<file path="src/hw/rtl/clbs_pkg.sv">
// shared types, register codes and the segment builder of the lcd bus sequencer
// no dependencies; every other file imports this package
package clbs_pkg;

    typedef struct packed {
        logic [1:0] operation;
        logic [7:0] byte_value;
        logic [2:0] row;
        logic [5:0] column;
    } request_t;

    typedef struct packed {
        logic        register_select;
        logic        enable;
        logic [7:0]  data_pins;
        logic [15:0] hold_us;
        logic        last;
    } segment_t;

    localparam logic [1:0] OP_COMMAND = 2'd0;
    localparam logic [1:0] OP_DATA    = 2'd1;
    localparam logic [1:0] OP_CURSOR  = 2'd2;
    localparam logic [1:0] OP_NONE    = 2'd3;

    localparam logic [1:0] REG_BUS_MODE    = 2'd0;
    localparam logic [1:0] REG_ENABLE_HOLD = 2'd1;
    localparam logic [1:0] REG_COMMAND_GAP = 2'd2;

    localparam logic        BUS_MODE_RESET    = 1'b0;
    localparam logic [15:0] ENABLE_HOLD_RESET = 16'd750;
    localparam logic [15:0] COMMAND_GAP_RESET = 16'd500;

    localparam logic [2:0] ROW_1 = 3'd1;
    localparam logic [2:0] ROW_2 = 3'd2;
    localparam logic [2:0] ROW_3 = 3'd3;
    localparam logic [2:0] ROW_4 = 3'd4;

    localparam logic [7:0] ROW_1_BASE = 8'h80;
    localparam logic [7:0] ROW_2_BASE = 8'hC0;
    localparam logic [7:0] ROW_3_BASE = 8'h94;
    localparam logic [7:0] ROW_4_BASE = 8'hD4;

    typedef enum logic [1:0] {
        PLAN_WIDE,
        PLAN_NIBBLE_DATA,
        PLAN_NIBBLE_CMD
    } plan_t;

    // one classified request waiting for the back end
    typedef struct packed {
        plan_t      plan;
        logic       register_select;
        logic [7:0] code;
    } job_t;

    typedef logic [2:0] step_t;

    typedef struct packed {
        logic empty;
        logic full;
    } fifo_status_t;

    function automatic step_t last_step(plan_t plan);
        step_t s;
        case (plan)
            PLAN_WIDE:        s = 3'd1;
            PLAN_NIBBLE_DATA: s = 3'd3;
            PLAN_NIBBLE_CMD:  s = 3'd5;
            default:          s = 3'd1;
        endcase
        return s;
    endfunction

    function automatic segment_t build_segment(job_t job, step_t step,
                                               logic [15:0] hold, logic [15:0] gap);
        segment_t   seg;
        logic [7:0] hi;
        logic [7:0] lo;
        hi = {4'b0000, job.code[7:4]};
        lo = {4'b0000, job.code[3:0]};
        seg.register_select = job.register_select;
        seg.hold_us = hold;
        case (job.plan)
            PLAN_WIDE:
            begin
                seg.data_pins = job.code;
                seg.enable    = (step == 3'd0);
            end
            PLAN_NIBBLE_DATA:
            begin
                seg.data_pins = (step < 3'd2) ? hi : lo;
                seg.enable    = ~step[0];
            end
            PLAN_NIBBLE_CMD:
            begin
                seg.data_pins = (step < 3'd2) ? hi : lo;
                seg.enable    = (step == 3'd0) || (step == 3'd4);
                // two low-enable gaps before the second nibble pulse
                if ((step == 3'd2) || (step == 3'd3))
                    seg.hold_us = gap;
            end
            default:
            begin
                seg.data_pins = job.code;
                seg.enable    = (step == 3'd0);
            end
        endcase
        seg.last = (step == last_step(job.plan));
        return seg;
    endfunction

endpackage

</file>
<file path="src/hw/rtl/clbs_front.sv">
// front end: classifies a request into a job (plan, register select, byte)
// depends on clbs_pkg
module clbs_front (
    input  clbs_pkg::request_t request,
    input  logic               bus_mode,
    output clbs_pkg::job_t     job,
    output logic               job_valid
);
    import clbs_pkg::*;

    logic [7:0] base;
    logic       row_ok;
    logic [5:0] col_m1;
    logic [7:0] cursor_code;

    always_comb
    begin
        row_ok = 1'b1;
        case (request.row)
            ROW_1:   base = ROW_1_BASE;
            ROW_2:   base = ROW_2_BASE;
            ROW_3:   base = ROW_3_BASE;
            ROW_4:   base = ROW_4_BASE;
            default:
            begin
                base   = ROW_1_BASE;
                row_ok = 1'b0;
            end
        endcase
        // column zero counts as column one
        col_m1 = (request.column == 6'd0) ? 6'd0 : request.column - 6'd1;
        cursor_code = base + {2'b00, col_m1};
    end

    always_comb
    begin
        job.register_select = 1'b0;
        job.code            = request.byte_value;
        job_valid           = 1'b1;
        case (request.operation)
            OP_COMMAND: ;
            OP_DATA:    job.register_select = 1'b1;
            OP_CURSOR:
            begin
                job.code  = cursor_code;
                job_valid = row_ok;
            end
            default:    job_valid = 1'b0;
        endcase
        if (bus_mode)
            job.plan = PLAN_WIDE;
        else if (job.register_select)
            job.plan = PLAN_NIBBLE_DATA;
        else
            job.plan = PLAN_NIBBLE_CMD;
    end

endmodule

</file>
<file path="src/hw/rtl/clbs_job_fifo.sv">
// two-entry job queue between the front and the back end
// depends on clbs_pkg
module clbs_job_fifo (
    input  logic                     clk,
    input  logic                     rst_n,
    input  logic                     push,
    input  clbs_pkg::job_t           wr_job,
    input  logic                     pop,
    output clbs_pkg::job_t           rd_job,
    output clbs_pkg::fifo_status_t   status
);
    import clbs_pkg::*;

    job_t       store_reg [2];
    logic       wr_ptr_reg;
    logic       wr_ptr_next;
    logic       rd_ptr_reg;
    logic       rd_ptr_next;
    logic [1:0] count_reg;
    logic [1:0] count_next;
    logic       do_push;
    logic       do_pop;

    assign status.empty = (count_reg == 2'd0);
    assign status.full  = (count_reg == 2'd2);
    assign do_push      = push && !status.full;
    assign do_pop       = pop && !status.empty;
    assign rd_job       = store_reg[rd_ptr_reg];

    always_comb
    begin
        wr_ptr_next = wr_ptr_reg ^ do_push;
        rd_ptr_next = rd_ptr_reg ^ do_pop;
        count_next  = count_reg + {1'b0, do_push} - {1'b0, do_pop};
    end

    always_ff @(posedge clk or negedge rst_n)
    begin
        if (!rst_n)
        begin
            wr_ptr_reg <= 1'b0;
            rd_ptr_reg <= 1'b0;
            count_reg  <= 2'd0;
        end
        else
        begin
            wr_ptr_reg <= wr_ptr_next;
            rd_ptr_reg <= rd_ptr_next;
            count_reg  <= count_next;
        end
    end

    always_ff @(posedge clk)
    begin
        if (do_push)
            store_reg[wr_ptr_reg] <= wr_job;
    end

endmodule

</file>
<file path="src/hw/rtl/clbs_back.sv">
// back end: steps through a job's pin segments into a two-entry result queue
// depends on clbs_pkg
module clbs_back (
    input  logic                    clk,
    input  logic                    rst_n,
    input  clbs_pkg::job_t          job,
    input  clbs_pkg::fifo_status_t  job_status,
    input  logic [15:0]             hold,
    input  logic [15:0]             gap,
    input  logic                    pop,
    output logic                    job_pop,
    output clbs_pkg::segment_t      segment,
    output logic                    empty
);
    import clbs_pkg::*;

    step_t      step_reg;
    step_t      step_next;
    segment_t   seg;
    logic       emit;
    logic       out_pop;
    segment_t   out_reg [2];
    logic       out_wr_reg;
    logic       out_wr_next;
    logic       out_rd_reg;
    logic       out_rd_next;
    logic [1:0] out_count_reg;
    logic [1:0] out_count_next;

    assign seg     = build_segment(job, step_reg, hold, gap);
    assign emit    = !job_status.empty && (out_count_reg != 2'd2);
    assign job_pop = emit && seg.last;
    assign empty   = (out_count_reg == 2'd0);
    assign out_pop = pop && !empty;
    assign segment = out_reg[out_rd_reg];

    always_comb
    begin
        step_next = step_reg;
        if (emit)
            step_next = seg.last ? 3'd0 : step_reg + 3'd1;
        out_wr_next    = out_wr_reg ^ emit;
        out_rd_next    = out_rd_reg ^ out_pop;
        out_count_next = out_count_reg + {1'b0, emit} - {1'b0, out_pop};
    end

    always_ff @(posedge clk or negedge rst_n)
    begin
        if (!rst_n)
        begin
            step_reg      <= 3'd0;
            out_wr_reg    <= 1'b0;
            out_rd_reg    <= 1'b0;
            out_count_reg <= 2'd0;
        end
        else
        begin
            step_reg      <= step_next;
            out_wr_reg    <= out_wr_next;
            out_rd_reg    <= out_rd_next;
            out_count_reg <= out_count_next;
        end
    end

    always_ff @(posedge clk)
    begin
        if (emit)
            out_reg[out_wr_reg] <= seg;
    end

endmodule

</file>
<file path="src/hw/rtl/char_lcd_bus_sequencer_core.sv">
// channel   handshake            payload
// request   push / full          request_t  (operation, byte_value, row, column)
// segment   empty / pop          segment_t  (register_select, enable, data_pins,
//                                            hold_us, last)
// config    cfg_valid/cfg_ready  cfg_index (2b), cfg_data (16b)
//
// a request yields 2, 4 or 6 pin segments (8-bit bus, 4-bit data, 4-bit command)
// in the back end, one per cycle while the segment queue has room; the segment
// stepper sets the rate. requests with a bad row or operation code 3 give nothing.
// a two-entry job queue and a two-entry segment queue let each side stall alone.
// reset empties both queues and loads the register defaults; no clearing pass.
// depends on clbs_pkg, clbs_front, clbs_job_fifo, clbs_back
module char_lcd_bus_sequencer_core (
    input  logic                clk,
    input  logic                rst_n,
    input  logic                push,
    output logic                full,
    input  clbs_pkg::request_t  request,
    output logic                empty,
    input  logic                pop,
    output clbs_pkg::segment_t  segment,
    input  logic                cfg_valid,
    output logic                cfg_ready,
    input  logic [1:0]          cfg_index,
    input  logic [15:0]         cfg_data
);
    import clbs_pkg::*;

    logic         bus_mode_reg;
    logic [15:0]  enable_hold_reg;
    logic [15:0]  command_gap_reg;
    job_t         front_job;
    logic         front_valid;
    logic         job_push;
    job_t         head_job;
    fifo_status_t job_status;
    logic         job_pop;

    assign cfg_ready = 1'b1;
    assign full      = job_status.full;
    assign job_push  = push && !job_status.full && front_valid;

    always_ff @(posedge clk or negedge rst_n)
    begin
        if (!rst_n)
        begin
            bus_mode_reg    <= BUS_MODE_RESET;
            enable_hold_reg <= ENABLE_HOLD_RESET;
            command_gap_reg <= COMMAND_GAP_RESET;
        end
        else if (cfg_valid && cfg_ready)
        begin
            case (cfg_index)
                REG_BUS_MODE:    bus_mode_reg    <= cfg_data[0];
                REG_ENABLE_HOLD: enable_hold_reg <= cfg_data;
                REG_COMMAND_GAP: command_gap_reg <= cfg_data;
                default: ;
            endcase
        end
    end

    clbs_front u_front (
        .request   (request),
        .bus_mode  (bus_mode_reg),
        .job       (front_job),
        .job_valid (front_valid)
    );

    clbs_job_fifo u_job_fifo (
        .clk    (clk),
        .rst_n  (rst_n),
        .push   (job_push),
        .wr_job (front_job),
        .pop    (job_pop),
        .rd_job (head_job),
        .status (job_status)
    );

    clbs_back u_back (
        .clk        (clk),
        .rst_n      (rst_n),
        .job        (head_job),
        .job_status (job_status),
        .hold       (enable_hold_reg),
        .gap        (command_gap_reg),
        .pop        (pop),
        .job_pop    (job_pop),
        .segment    (segment),
        .empty      (empty)
    );

    // an enable-high phase is never the closing segment of a request
    a_enable_not_last: assert property (@(posedge clk) disable iff (!rst_n)
        (!empty && segment.enable) |-> !segment.last)
        else $error("enable-high segment marked last");

    // on the nibble bus the upper data pins stay low
    a_nibble_upper_zero: assert property (@(posedge clk) disable iff (!rst_n)
        (!empty && !bus_mode_reg) |-> (segment.data_pins[7:4] == 4'd0))
        else $error("upper data pins driven in 4-bit mode");

    // a segment whose hold is not the enable hold is a low-enable gap
    a_gap_enable_low: assert property (@(posedge clk) disable iff (!rst_n)
        (!empty && (segment.hold_us != enable_hold_reg)) |-> !segment.enable)
        else $error("gap segment with enable high");

endmodule
</file>
<file path="config.mk">
export PLATFORM = sky130hd
export DESIGN_NAME = char_lcd_bus_sequencer_core
export DESIGN_NICKNAME = d
export VERILOG_FILES = /design/src/hw/rtl/clbs_pkg.sv /design/src/hw/rtl/clbs_front.sv /design/src/hw/rtl/clbs_job_fifo.sv /design/src/hw/rtl/clbs_back.sv /design/src/hw/rtl/char_lcd_bus_sequencer_core.sv
export SDC_FILE = /design/constraint.sdc
export NUM_CORES = 1
export LEC_CHECK = 0
export BUFFER_PORTS_ARGS = -buffer_cell sky130_fd_sc_hd__buf_2
export CORE_ASPECT_RATIO = 0.7
export CORE_MARGIN = 3
export CORE_UTILIZATION = 55
export CTS_CLUSTER_DIAMETER = 40
export CTS_CLUSTER_SIZE = 10
export DETAILED_ROUTE_END_ITERATION = 12
export GPL_ROUTABILITY_DRIVEN = 0
export PLACE_DENSITY = 0.77
export SYNTH_ARGS = -nofsm -noshare
export SYNTH_HDL_FRONTEND = slang
export SYNTH_SLANG_ARGS = --single-unit
</file>
<file path="constraint.sdc">
create_clock -name clk -period 7.23 [get_ports clk]
set_input_delay 1.0845 -clock clk [delete_from_list [all_inputs] [get_ports clk]]
set_output_delay 1.0845 -clock clk [all_outputs]
set_load 0.01 [all_outputs]
</file>
==> reports/results.txt, run 1 <==
Status = finished, final reports clean
Post-route clock period utilization = 41.8%
Worst Path Required = 7.37 ns
HP Start = command_gap_reg[10]$_DFFE_PN0P_
Die Ht = 88.8 um
Max reg flops = 54
Die width = 124 um
Post-synthesis cell type with the largest combined area = edfxtp_1
Critical path arrival = 3.15 ns
H-Tree Depth = 4
Worst hold slack = 0.486 ns
Top-area cell type share of the netlist area = 42.4%
Largest net degree at the start of global routing = 45
Initial antenna violation count = 0
Reg2reg end = u_job_fifo.count_reg[1]$_DFF_PN0_
Pwr Total = 0.00297 W
Power per cell area = 455 mW/mm2
Cells after Synth = 350
Global route overflow = 0
Slew HR = 29.9%
DR pass1 iterations = 4
Top Ports = 72
Hold Fails Final Rpt = 0
Maximum VDD drop = 0.000352 V
Worst Hold Path EP = command_gap_reg[10]$_DFFE_PN0P_
# port buffers = 70
Crit path time final = 3.02 ns
Std-Cell Rows = 29
Post-DP HPWL = 6750 um
# DRC = 0
Worst-case clock buffer depth = 2
Peak Freq = 0.331 GHz
CTS Sinks = 120
Iteration-0 DRC count of the detailed router = 148
CP Launch Type = input pin
CTS tree = yes
Syn avg cell area = 15.4 um2
Routed wire length per instance = 17.4 um
Antenna Cells = 0
CP Capture Type = flop
Fin. max-slew vios = 0
Final nets = 495
Ranking of synthesized cells by area = edfxtp_1 42%, dfrtp_1 14%, mux2_1 9.0%, mux2_2 7.1%, dfstp_2 6.3%
Initial Utilization = 57.9%
Max-cap viol count = 0
Cts bufs inserted = 17
Post-Syn Nets = 412
Setup slack, reg-to-reg = 4.33 ns
Setup TNS = 0 ns
Post-CTS Setup Bufs = 0
Most frequent cell after synthesis = edfxtp_1
First-pass GRT wire length = 15700 um
Yosys cell types = 43
Post-synthesis register bit count = 120
Worst hold path type = reg2reg
Commonest cells post-synth = 76 x edfxtp_1, 43 x mux2_1, 34 x mux2_2
Sequential share of the synthesized area = 63.2%
Fillers = 656
Die area = 0.0110 mm2
Vias after detailed routing = 3090
Maximum fanout along the worst path = 5
Area of the core = 0.00929 mm2
Routed vias/inst = 5.42
Worst-margin pin slew = 1.05 ns
Leading register cell type out of synthesis = edfxtp_1
Hold-fix buffer count after cts = 0
Drt total wl = 9890 um
GRT Total Usage = 18.9%
CTS root buf = clkbuf_16
Post-Synthesis Cell Area = 0.00538 mm2
Reg2Reg Depth = 11
Skew final = 0.00400 ns
WHS Path Cells = 1
Layout cells sized above 1 = 35.7%
Share of flip-flops with an asynchronous set or reset = 36.7%
Endpoints failing setup = 0
RSZ-0062 raised after global routing = false
LEAKAGE = 2.69 nW
Clock insertion delay at the later pin of the skew report = 0.41 ns
EDFF count, synth = 76
Antenna-violating nets left = 0
Vias in the first global route = 3196
Post_cts resized = 0
Clk slew on worst S/H paths = 0.05 ns
Yosys warning count = 0
Crit Path Class = in2reg
Layout area overhead = 21.4%
Worst reg2reg path startpoint = u_job_fifo.rd_ptr_reg$_DFF_PN0_
cell type report:
cell class	instances	area [um2]	share of cell area (%)
sequential	120	3400	52.1
multi-input combinational	204	1870	28.7
clock buffer	18	439	6.73
timing repair buffer	73	373	5.71
clock inverter	14	228	3.49
tap	124	155	2.38
inverter	17	63.8	0.977
layer usage:
metal	wire (um)	up-vias	global-route usage (%)
met1	4620	1540	24.7
li1	-	1456	-
met3	563	10	7.06
met5	0	-	0
met2	4610	84	29.6
met4	102	0	6.67
critical path, stage by stage:
cell and delay (ns):
buf_2 0.13, inv_1 0.08, ha_1 0.17, nor3b_1 0.37, and2_1 0.28, nor2_1 0.08
ha_1 0.34, nand2_1 0.09, a221oi_2 0.26, o2bb2a_1 0.20, a21oi_1 0.08
through the flow:
step | util [%] | cell area (um2) | setup WS [ns] | std cells
2_1_floorplan | - | 5380 | 4.30 | 350
3_5_place_dp | 63.1 | 5860 | 3.88 | 538
5_1_grt | 70.3 | 6530 | 4.08 | 570
4_1_cts | 70.3 | 6530 | 4.21 | 570
6_report | 70.3 | 6530 | 4.21 | 570
3_3_place_gp | 63.1 | 5860 | 4.04 | 538
how the worst max path moves through the flow:
stage	endpoint	slack, ns	start	depth (start not counted)
finish	u_job_fifo.store_reg[1][7]$_DFFE_PP_	4.21	request[0]	11
global route	u_back.out_reg[1][18]$_DFFE_PP_	4.08	u_job_fifo.rd_ptr_reg$_DFF_PN0_	6
CTS	segment[0]	4.21	u_back.out_rd_reg$_DFF_PN0_	3
detailed placement	u_job_fifo.store_reg[1][7]$_DFFE_PP_	3.88	request[0]	11
global placement	u_job_fifo.store_reg[0][7]$_DFFE_PP_	4.04	request[0]	11
floorplan	u_job_fifo.store_reg[0][7]$_DFFE_PP_	4.30	request[0]	10
power by group:
part / switching (W) / internal [W] / total (W) / leakage, nW
registers: 0.000108 / 0.00107 / 0.00118 / 1.22
logic: 0.000469 / 0.000378 / 0.000847 / 1.14
clock network: 0.000288 / 0.000651 / 0.000939 / 0.325
total: 0.000866 / 0.00210 / 0.00297 / 2.69
logic make-up after synthesis:
logic type,count (synthesis),share of synthesized area [%]
compound gates,23,3.14
xor+xnor,14,2.28
fa+ha+maj,20,4.65
buf+inv,26,2.02
flops,120,63.2
mux,87,18.9
other cells,1,0.0697
simple gates,59,5.74
placed cells by master (no fill, tap or decap), types with 3 or more instances in the layout:
cell type / n
mux2_1: 43
mux4_2: 4
xnor2_1: 10
o31ai_1: 3
nand3_1: 3
inv_1: 16
bufinv_16: 6
edfxtp_1: 76
xor2_1: 4
ha_1: 20
mux2_2: 34
o21ai_0: 3
dfrtp_1: 31
clkinv_2: 3
a21oi_1: 3
nor3_1: 3
dfstp_2: 13
buf_4: 3
clkbuf_16: 17
nor2b_1: 14
mux2i_1: 6
nand2_1: 16
nor2_1: 10
buf_2: 70
(Power assumes the default switching activity.)
==> inputs of run 2 (changes only) <==
Clock period 7.23 ns to 2.8 ns, I/O delays scaled along.
==> run 2 against run 1 <==
Effect of this change: cell count increased by 1.2%; register-to-register slack lost 4.1 ns; sequential cell count is the same; via count shrank 0.81%; die area unchanged; final area decreased by 1.0%; clock skew is 0.0049 ns higher.
==> reports/results.txt, run 2 (same netlist as run 1, synthesis figures left out) <==
CP peak stage delay = 0.47 ns (+0.10 ns)
Crit Path Class = reg2reg
Vias after detailed routing = 3065 (-0.81%)
Status = finished, final reports clean
Worst Path Required = 3.13 ns (-4.24 ns)
CTS Sinks = 120 (unchanged)
Routed wire length per instance = 16.9 um (-2.5%)
Iteration-0 DRC count of the detailed router = 228 (+54%)
Layout area overhead = 20.2%
Initial antenna violation count = 0 (unchanged)
Routed vias/inst = 5.31 (-2.0%)
Skew final = 0.00889 ns (+0.00489 ns)
Clk slew on worst S/H paths = 0.05 ns (about the same)
CP Capture Type = flop
Placement Setup Slack = 0.168 ns (-3.71 ns)
Worst-margin pin slew = 1.01 ns (-0.0463 ns)
Layout cells sized above 1 = 35.8% (+0.11 points)
CTS tree = yes
Antenna-violating nets left = 0 (unchanged)
# port buffers = 70 (unchanged)
Die Ht = 88.8 um (unchanged)
Global route overflow = 0 (unchanged)
Area of the core = 0.00929 mm2 (unchanged)
Hold-fix buffer count after cts = 0 (unchanged)
Maximum fanout along the worst path = 5 (unchanged)
Slowest stage cell, crit path = dfrtp_1
Post-route clock period utilization = 90.5%
CP Launch Type = flop
Antenna Cells = 0 (unchanged)
Cts bufs inserted = 17 (unchanged)
Max-cap viol count = 0 (unchanged)
PnR worst setup slack = 0.265 ns (-3.95 ns)
Post_cts resized = 0 (unchanged)
Worst hold path type = in2async
Setup TNS = 0 ns (unchanged)
Internal power = 0.00509 W (+140%)
Drt total wl = 9770 um (-1.3%)
DR pass1 iterations = 5 (+1)
LEAKAGE = 2.66 nW (-0.85%)
Crit path time final = 2.54 ns
Endpoints failing setup = 0 (unchanged)
CTS root buf = clkbuf_16
Slew HR = 33.0% (+3.1 points)
Die area = 0.0110 mm2 (unchanged)
Leading cell type in the layout, fill and taps excluded = edfxtp_1
Die width = 124 um (unchanged)
# DRC = 0 (unchanged)
Final nets = 502 (+1.4%)
Max reg flops = 54 (unchanged)
Worst-case clock buffer depth = 2 (unchanged)
Highest-count cells in the layout ignoring fill and taps = 76 x edfxtp_1, 70 x buf_2, 43 x mux2_1
Power per cell area = 1130 mW/mm2 (+150%)
Post-CTS Setup Bufs = 0 (unchanged)
Largest net degree at the start of global routing = 45 (unchanged)
Sequential Power Share = 41.3% (+1.5 points)
Vias in the first global route = 3187 (-0.28%)
Critical path arrival = 2.86 ns (-0.29 ns)
Reg2Reg Depth = 11 (unchanged)
Net Switching = 0.00219 W (+150%)
GRT Total Usage = 19.0% (+0.11 points)
Hold Fails Final Rpt = 0 (unchanged)
H-Tree Depth = 4 (unchanged)
Initial Utilization = 57.9% (unchanged)
Std-Cell Rows = 29 (unchanged)
Fin. max-slew vios = 0 (unchanged)
Post-DP HPWL = 6800 um (+0.62%)
Switch share = 30.1% (+0.94 points)
Fin area = 0.00646 mm2 (-1.0%)
RSZ-0062 raised after global routing = false
Clock insertion delay at the later pin of the skew report = 0.41 ns (about the same)
Clock power share = 27.4% (-4.2 points)
Maximum VDD drop = 0.000806 V (+130%)
Combinational power share = 31.3% (+2.8 points)
Placed cell area = 0.00592 mm2 (+0.90%)
First-pass GRT wire length = 15800 um (+0.40%)
Top Ports = 72 (unchanged)
Cell Chain, Critical Path = mux2i_1 > inv_1 > ha_1 > xnor2_1 > nand3_1 > nor2_1 > ha_1 > inv_1 > ha_1 > xnor2_1 > xnor2_1
Peak Freq = 0.394 GHz
## run 2: power groups by stage
stage	clock network (W)	registers (W)	logic, W
CTS	0.00203	0.00301	0.00231
detailed placement	0	0.00303	0.00229
global route	0.00211	0.00307	0.00255
finish	0.00200	0.00301	0.00227
global placement	0	0.00299	0.00224
floorplan	0	0.00295	0.00154
## run 2: path summary, 6_finish.rpt
check                                                     to  slack (ns)                            start
max                        u_job_fifo.count_reg[1]$_DFF_PN0_        0.26  u_job_fifo.rd_ptr_reg$_DFF_PN0_
min                           command_gap_reg[3]$_DFFE_PN0P_        0.19                            rst_n
max reg2reg                u_job_fifo.count_reg[1]$_DFF_PN0_        0.26  u_job_fifo.rd_ptr_reg$_DFF_PN0_
min reg2reg                  command_gap_reg[15]$_DFFE_PN0P_        0.49  command_gap_reg[15]$_DFFE_PN0P_
max in group asynchronous    enable_hold_reg[12]$_DFFE_PN0P_        1.99                            rst_n
min in group clk              command_gap_reg[7]$_DFFE_PN1P_        0.24                      cfg_data[7]
## run 2: stage by stage
| stage | hold slack, ns | power [W] | instances | util (%) |
|---|---|---|---|---|
| after global routing | 0.238 | 0.00773 | 577 | 69.6 |
| after CTS | 0.207 | 0.00734 | 577 | 69.6 |
| final | 0.191 | 0.00728 | 577 | 69.6 |
| after global placement | 0.467 | 0.00523 | 545 | 63.7 |
| after floorplan | 0.124 | 0.00449 | 350 | - |
| after detailed placement | 0.479 | 0.00532 | 545 | 63.7 |
## run 2: area by class of cell
type	count	area, um2
clock buffers	21	440
clock inverters	11	109
fillers	644	2820
inverters	17	63.8
multi-input cells	204	1870
flip-flops and latches	120	3400
well taps	124	155
repair buffers	80	425
## run 2: metal layers
metal / GRT usage, % / share of wire [%] / up-vias
met5: 0 / 0 / -
met4: 9.35 / 2.2 / 0
met3: 5.61 / 4.6 / 21
met2: 30.3 / 46 / 83
met1: 24.3 / 47 / 1496
li1: - / - / 1465
## run 2: critical path, delay by kind of cell (launching register included)
kind	cells	cell delay, ns
flops	1	0.47
mux	1	0.36
xor+xnor	3	0.41
simple gates	2	0.40
fa+ha+maj	3	0.69
buf+inv	2	0.14
==> inputs of run 3 (changes only) <==
Settings changed: CORE_UTILIZATION 55 to 52, PLACE_DENSITY 0.77 to 0.76.
Clock period 2.8 ns to 2.13 ns, I/O delays scaled along.
==> run 3 against run 2 <==
Effect of this change: the flow now finishes with violations (negative setup slack); setup slack lost 0.34 ns; largest cell class unchanged; via count up 3.4%; routed wire length up 5.4%; clock power increased by 36%; count of clock-buffer cells in the layout down 1; sequential share of layout area down 2.8 points; cell count is 4.5% higher; final area increased by 5.7%; non-clock buffer count increased by 22.
==> reports/results.txt, run 3 (same netlist as run 1, synthesis figures left out) <==
Status = finished with violations
Failing checks = negative setup slack
Top Ports = 72 (unchanged)
First-pass GRT wire length = 16700 um (+6.3%)
Routed vias/inst = 5.25 (-1.1%)
Placed cell area = 0.00614 mm2 (+3.8%)
# DRC = 0 (unchanged)
Maximum VDD drop = 0.000827 V (+2.6%)
Largest net degree at the start of global routing = 33 (-27%)
Die area = 0.0116 mm2 (+5.4%)
Fin. max-slew vios = 0 (unchanged)
Clk slew on worst S/H paths = 0.05 ns (about the same)
Largest delay contributor family on the critical path = adder cells
Final core occ = 69.2% (-0.38 points)
Endpoints failing setup = 5 (+5)
Critical path arrival = 2.54 ns (-0.32 ns)
# port buffers = 70 (unchanged)
Max-cap viol count = 0 (unchanged)
Initial Utilization = 54.5% (-3.4 points)
Cts bufs inserted = 17 (unchanged)
Final nets = 524 (+4.4%)
Worst Path Required = 2.46 ns (-0.67 ns)
Fillers = 637 (-1.1%)
Iteration-0 DRC count of the detailed router = 204 (-11%)
Maximum fanout along the worst path = 3 (-2)
LEAKAGE = 2.82 nW (+6.0%)
Layout area overhead = 27.0%
Crit path time final = 2.21 ns (-0.329 ns)
DR pass1 iterations = 5 (unchanged)
Layout cells sized above 1 = 43.2% (+7.4 points)
Clock insertion delay at the later pin of the skew report = 0.40 ns (about the same)
Worst hold slack = 0.138 ns (-0.0523 ns)
Placement Setup Slack = -0.119 ns (-0.287 ns)
CTS root buf = clkbuf_16
Die Ht = 91.1 um (+2.7%)
Area of the core = 0.00987 mm2 (+6.3%)
CP Capture Type = flop
Slew HR = 52.6% (+20 points)
GRT Total Usage = 18.7% (-0.26 points)
Slowest stage cell, crit path = dfrtp_2
Drt total wl = 10300 um (+5.4%)
Inst Count DP = 566 (+3.9%)
H-Tree Depth = 4 (unchanged)
PnR worst setup slack = -0.0767 ns (-0.341 ns)
Fin area = 0.00683 mm2 (+5.7%)
Antenna Cells = 0 (unchanged)
Hold Fails Final Rpt = 0 (unchanged)
Crit Path Class = reg2reg
WP buf/inv = 2 (unchanged)
Initial antenna violation count = 0 (unchanged)
Die width = 128 um (+2.7%)
Peak Freq = 0.453 GHz (+15%)
Worst-margin pin slew = 0.711 ns (-0.294 ns)
Routed wire length per instance = 17.1 um (+0.85%)
RSZ-0062 raised after global routing = true
Antenna-violating nets left = 0 (unchanged)
Cell Chain, Critical Path = mux2i_2 > inv_1 > ha_2 > xnor2_2 > nand3_2 > nor2_2 > ha_1 > inv_1 > ha_2 > xnor2_2 > xnor2_1
Vias after detailed routing = 3168 (+3.4%)
Post-route clock period utilization = 104% (+13 points)
Non-Filler Instances = 603 (+4.5%)
Vias in the first global route = 3355 (+5.3%)
Max reg flops = 54 (unchanged)
Worst hold path type = in2reg
Leading cell type in the layout, fill and taps excluded = edfxtp_1
CTS tree = yes
Highest-count cells in the layout ignoring fill and taps = 76 x edfxtp_1, 70 x buf_2, 43 x mux2_1
Std-Cell Rows = 30 (+3.4%)
Skew final = 0.00726 ns (-0.00163 ns)
Post-DP HPWL = 6950 um (+2.3%)
Worst-case clock buffer depth = 2 (unchanged)
CP Launch Type = flop
Power per cell area = 1500 mW/mm2 (+33%)
Global route overflow = 0 (unchanged)
CP peak stage delay = 0.43 ns (-0.04 ns)
CTS Sinks = 120 (unchanged)
[run 3: changes by cell type in the layout (fill, tap and decap cells not counted), sizes merged]
cell         previous run  this run
dlygate4sd3             0         1
buf                    80       101
clkinv                  8         6
clkbuf                 21        20
clkinvlp                1         4
[run 3: area by class of cell]
| cell class | count | area (um2) | share of cell area (%) |
|---|---|---|---|
| Inverter | 17 | 63.8 | 0.934 |
| Clock buffer | 20 | 447 | 6.54 |
| Clock inverter | 12 | 128 | 1.87 |
| Timing Repair Buffer | 102 | 656 | 9.60 |
| Tap cell | 128 | 160 | 2.34 |
| Multi-Input combinational cell | 204 | 1980 | 29.0 |
| Sequential cell | 120 | 3400 | 49.8 |
[run 3: stage by stage]
step | setup TNS (ns) | total power (W)
3_3_place_gp | -0.306 | 0.00713
4_1_cts | -0.00691 | 0.0101
2_1_floorplan | -0.667 | 0.00596
3_5_place_dp | -0.966 | 0.00731
6_report | -0.126 | 0.0102
5_1_grt | -1.01 | 0.0108
[run 3: worst paths after layout]
kind,start,endpoint,slack [ns],depth (start not counted)
hold reg to reg,command_gap_reg[14]$_DFFE_PN0P_,command_gap_reg[14]$_DFFE_PN0P_,0.49,1
setup / recovery,u_job_fifo.rd_ptr_reg$_DFF_PN0_,u_job_fifo.count_reg[1]$_DFF_PN0_,-0.08,11
max in group asynchronous,rst_n,u_job_fifo.rd_ptr_reg$_DFF_PN0_,0.94,3
min in group asynchronous,rst_n,enable_hold_reg[11]$_DFFE_PN0P_,0.50,2
hold / removal,cfg_data[9],command_gap_reg[9]$_DFFE_PN0P_,0.14,2
setup reg to reg,u_job_fifo.rd_ptr_reg$_DFF_PN0_,u_job_fifo.count_reg[1]$_DFF_PN0_,-0.08,11
[run 3: timing repair]
| item | 4_1_cts | 5_1_grt |
|---|---|---|
| endpoints found under the hold margin | 18 | 0 |
| setup buffers | 2 | 2 |
| gates resized for setup | 2 | 15 |
| hold buffers | 1 | 0 |
| setup endpoints to repair | 9 | 10 |
| pin swaps | 1 | 5 |
[run 3: where the power goes]
group | leakage [nW] | internal, W | switching (W)
logic | 1.33 | 0.00172 | 0.00183
registers | 1.22 | 0.00365 | 0.000324
clock network | 0.272 | 0.00174 | 0.000978
total | 2.82 | 0.00711 | 0.00313
[run 3: layer usage]
metal,vias up,global-route usage [%],part of all wire [%]
li1,1521,-,-
met1,1566,24.7,44
met2,68,30.2,50
met3,13,5.82,4.5
met4,0,5.39,1.5
met5,-,0,0
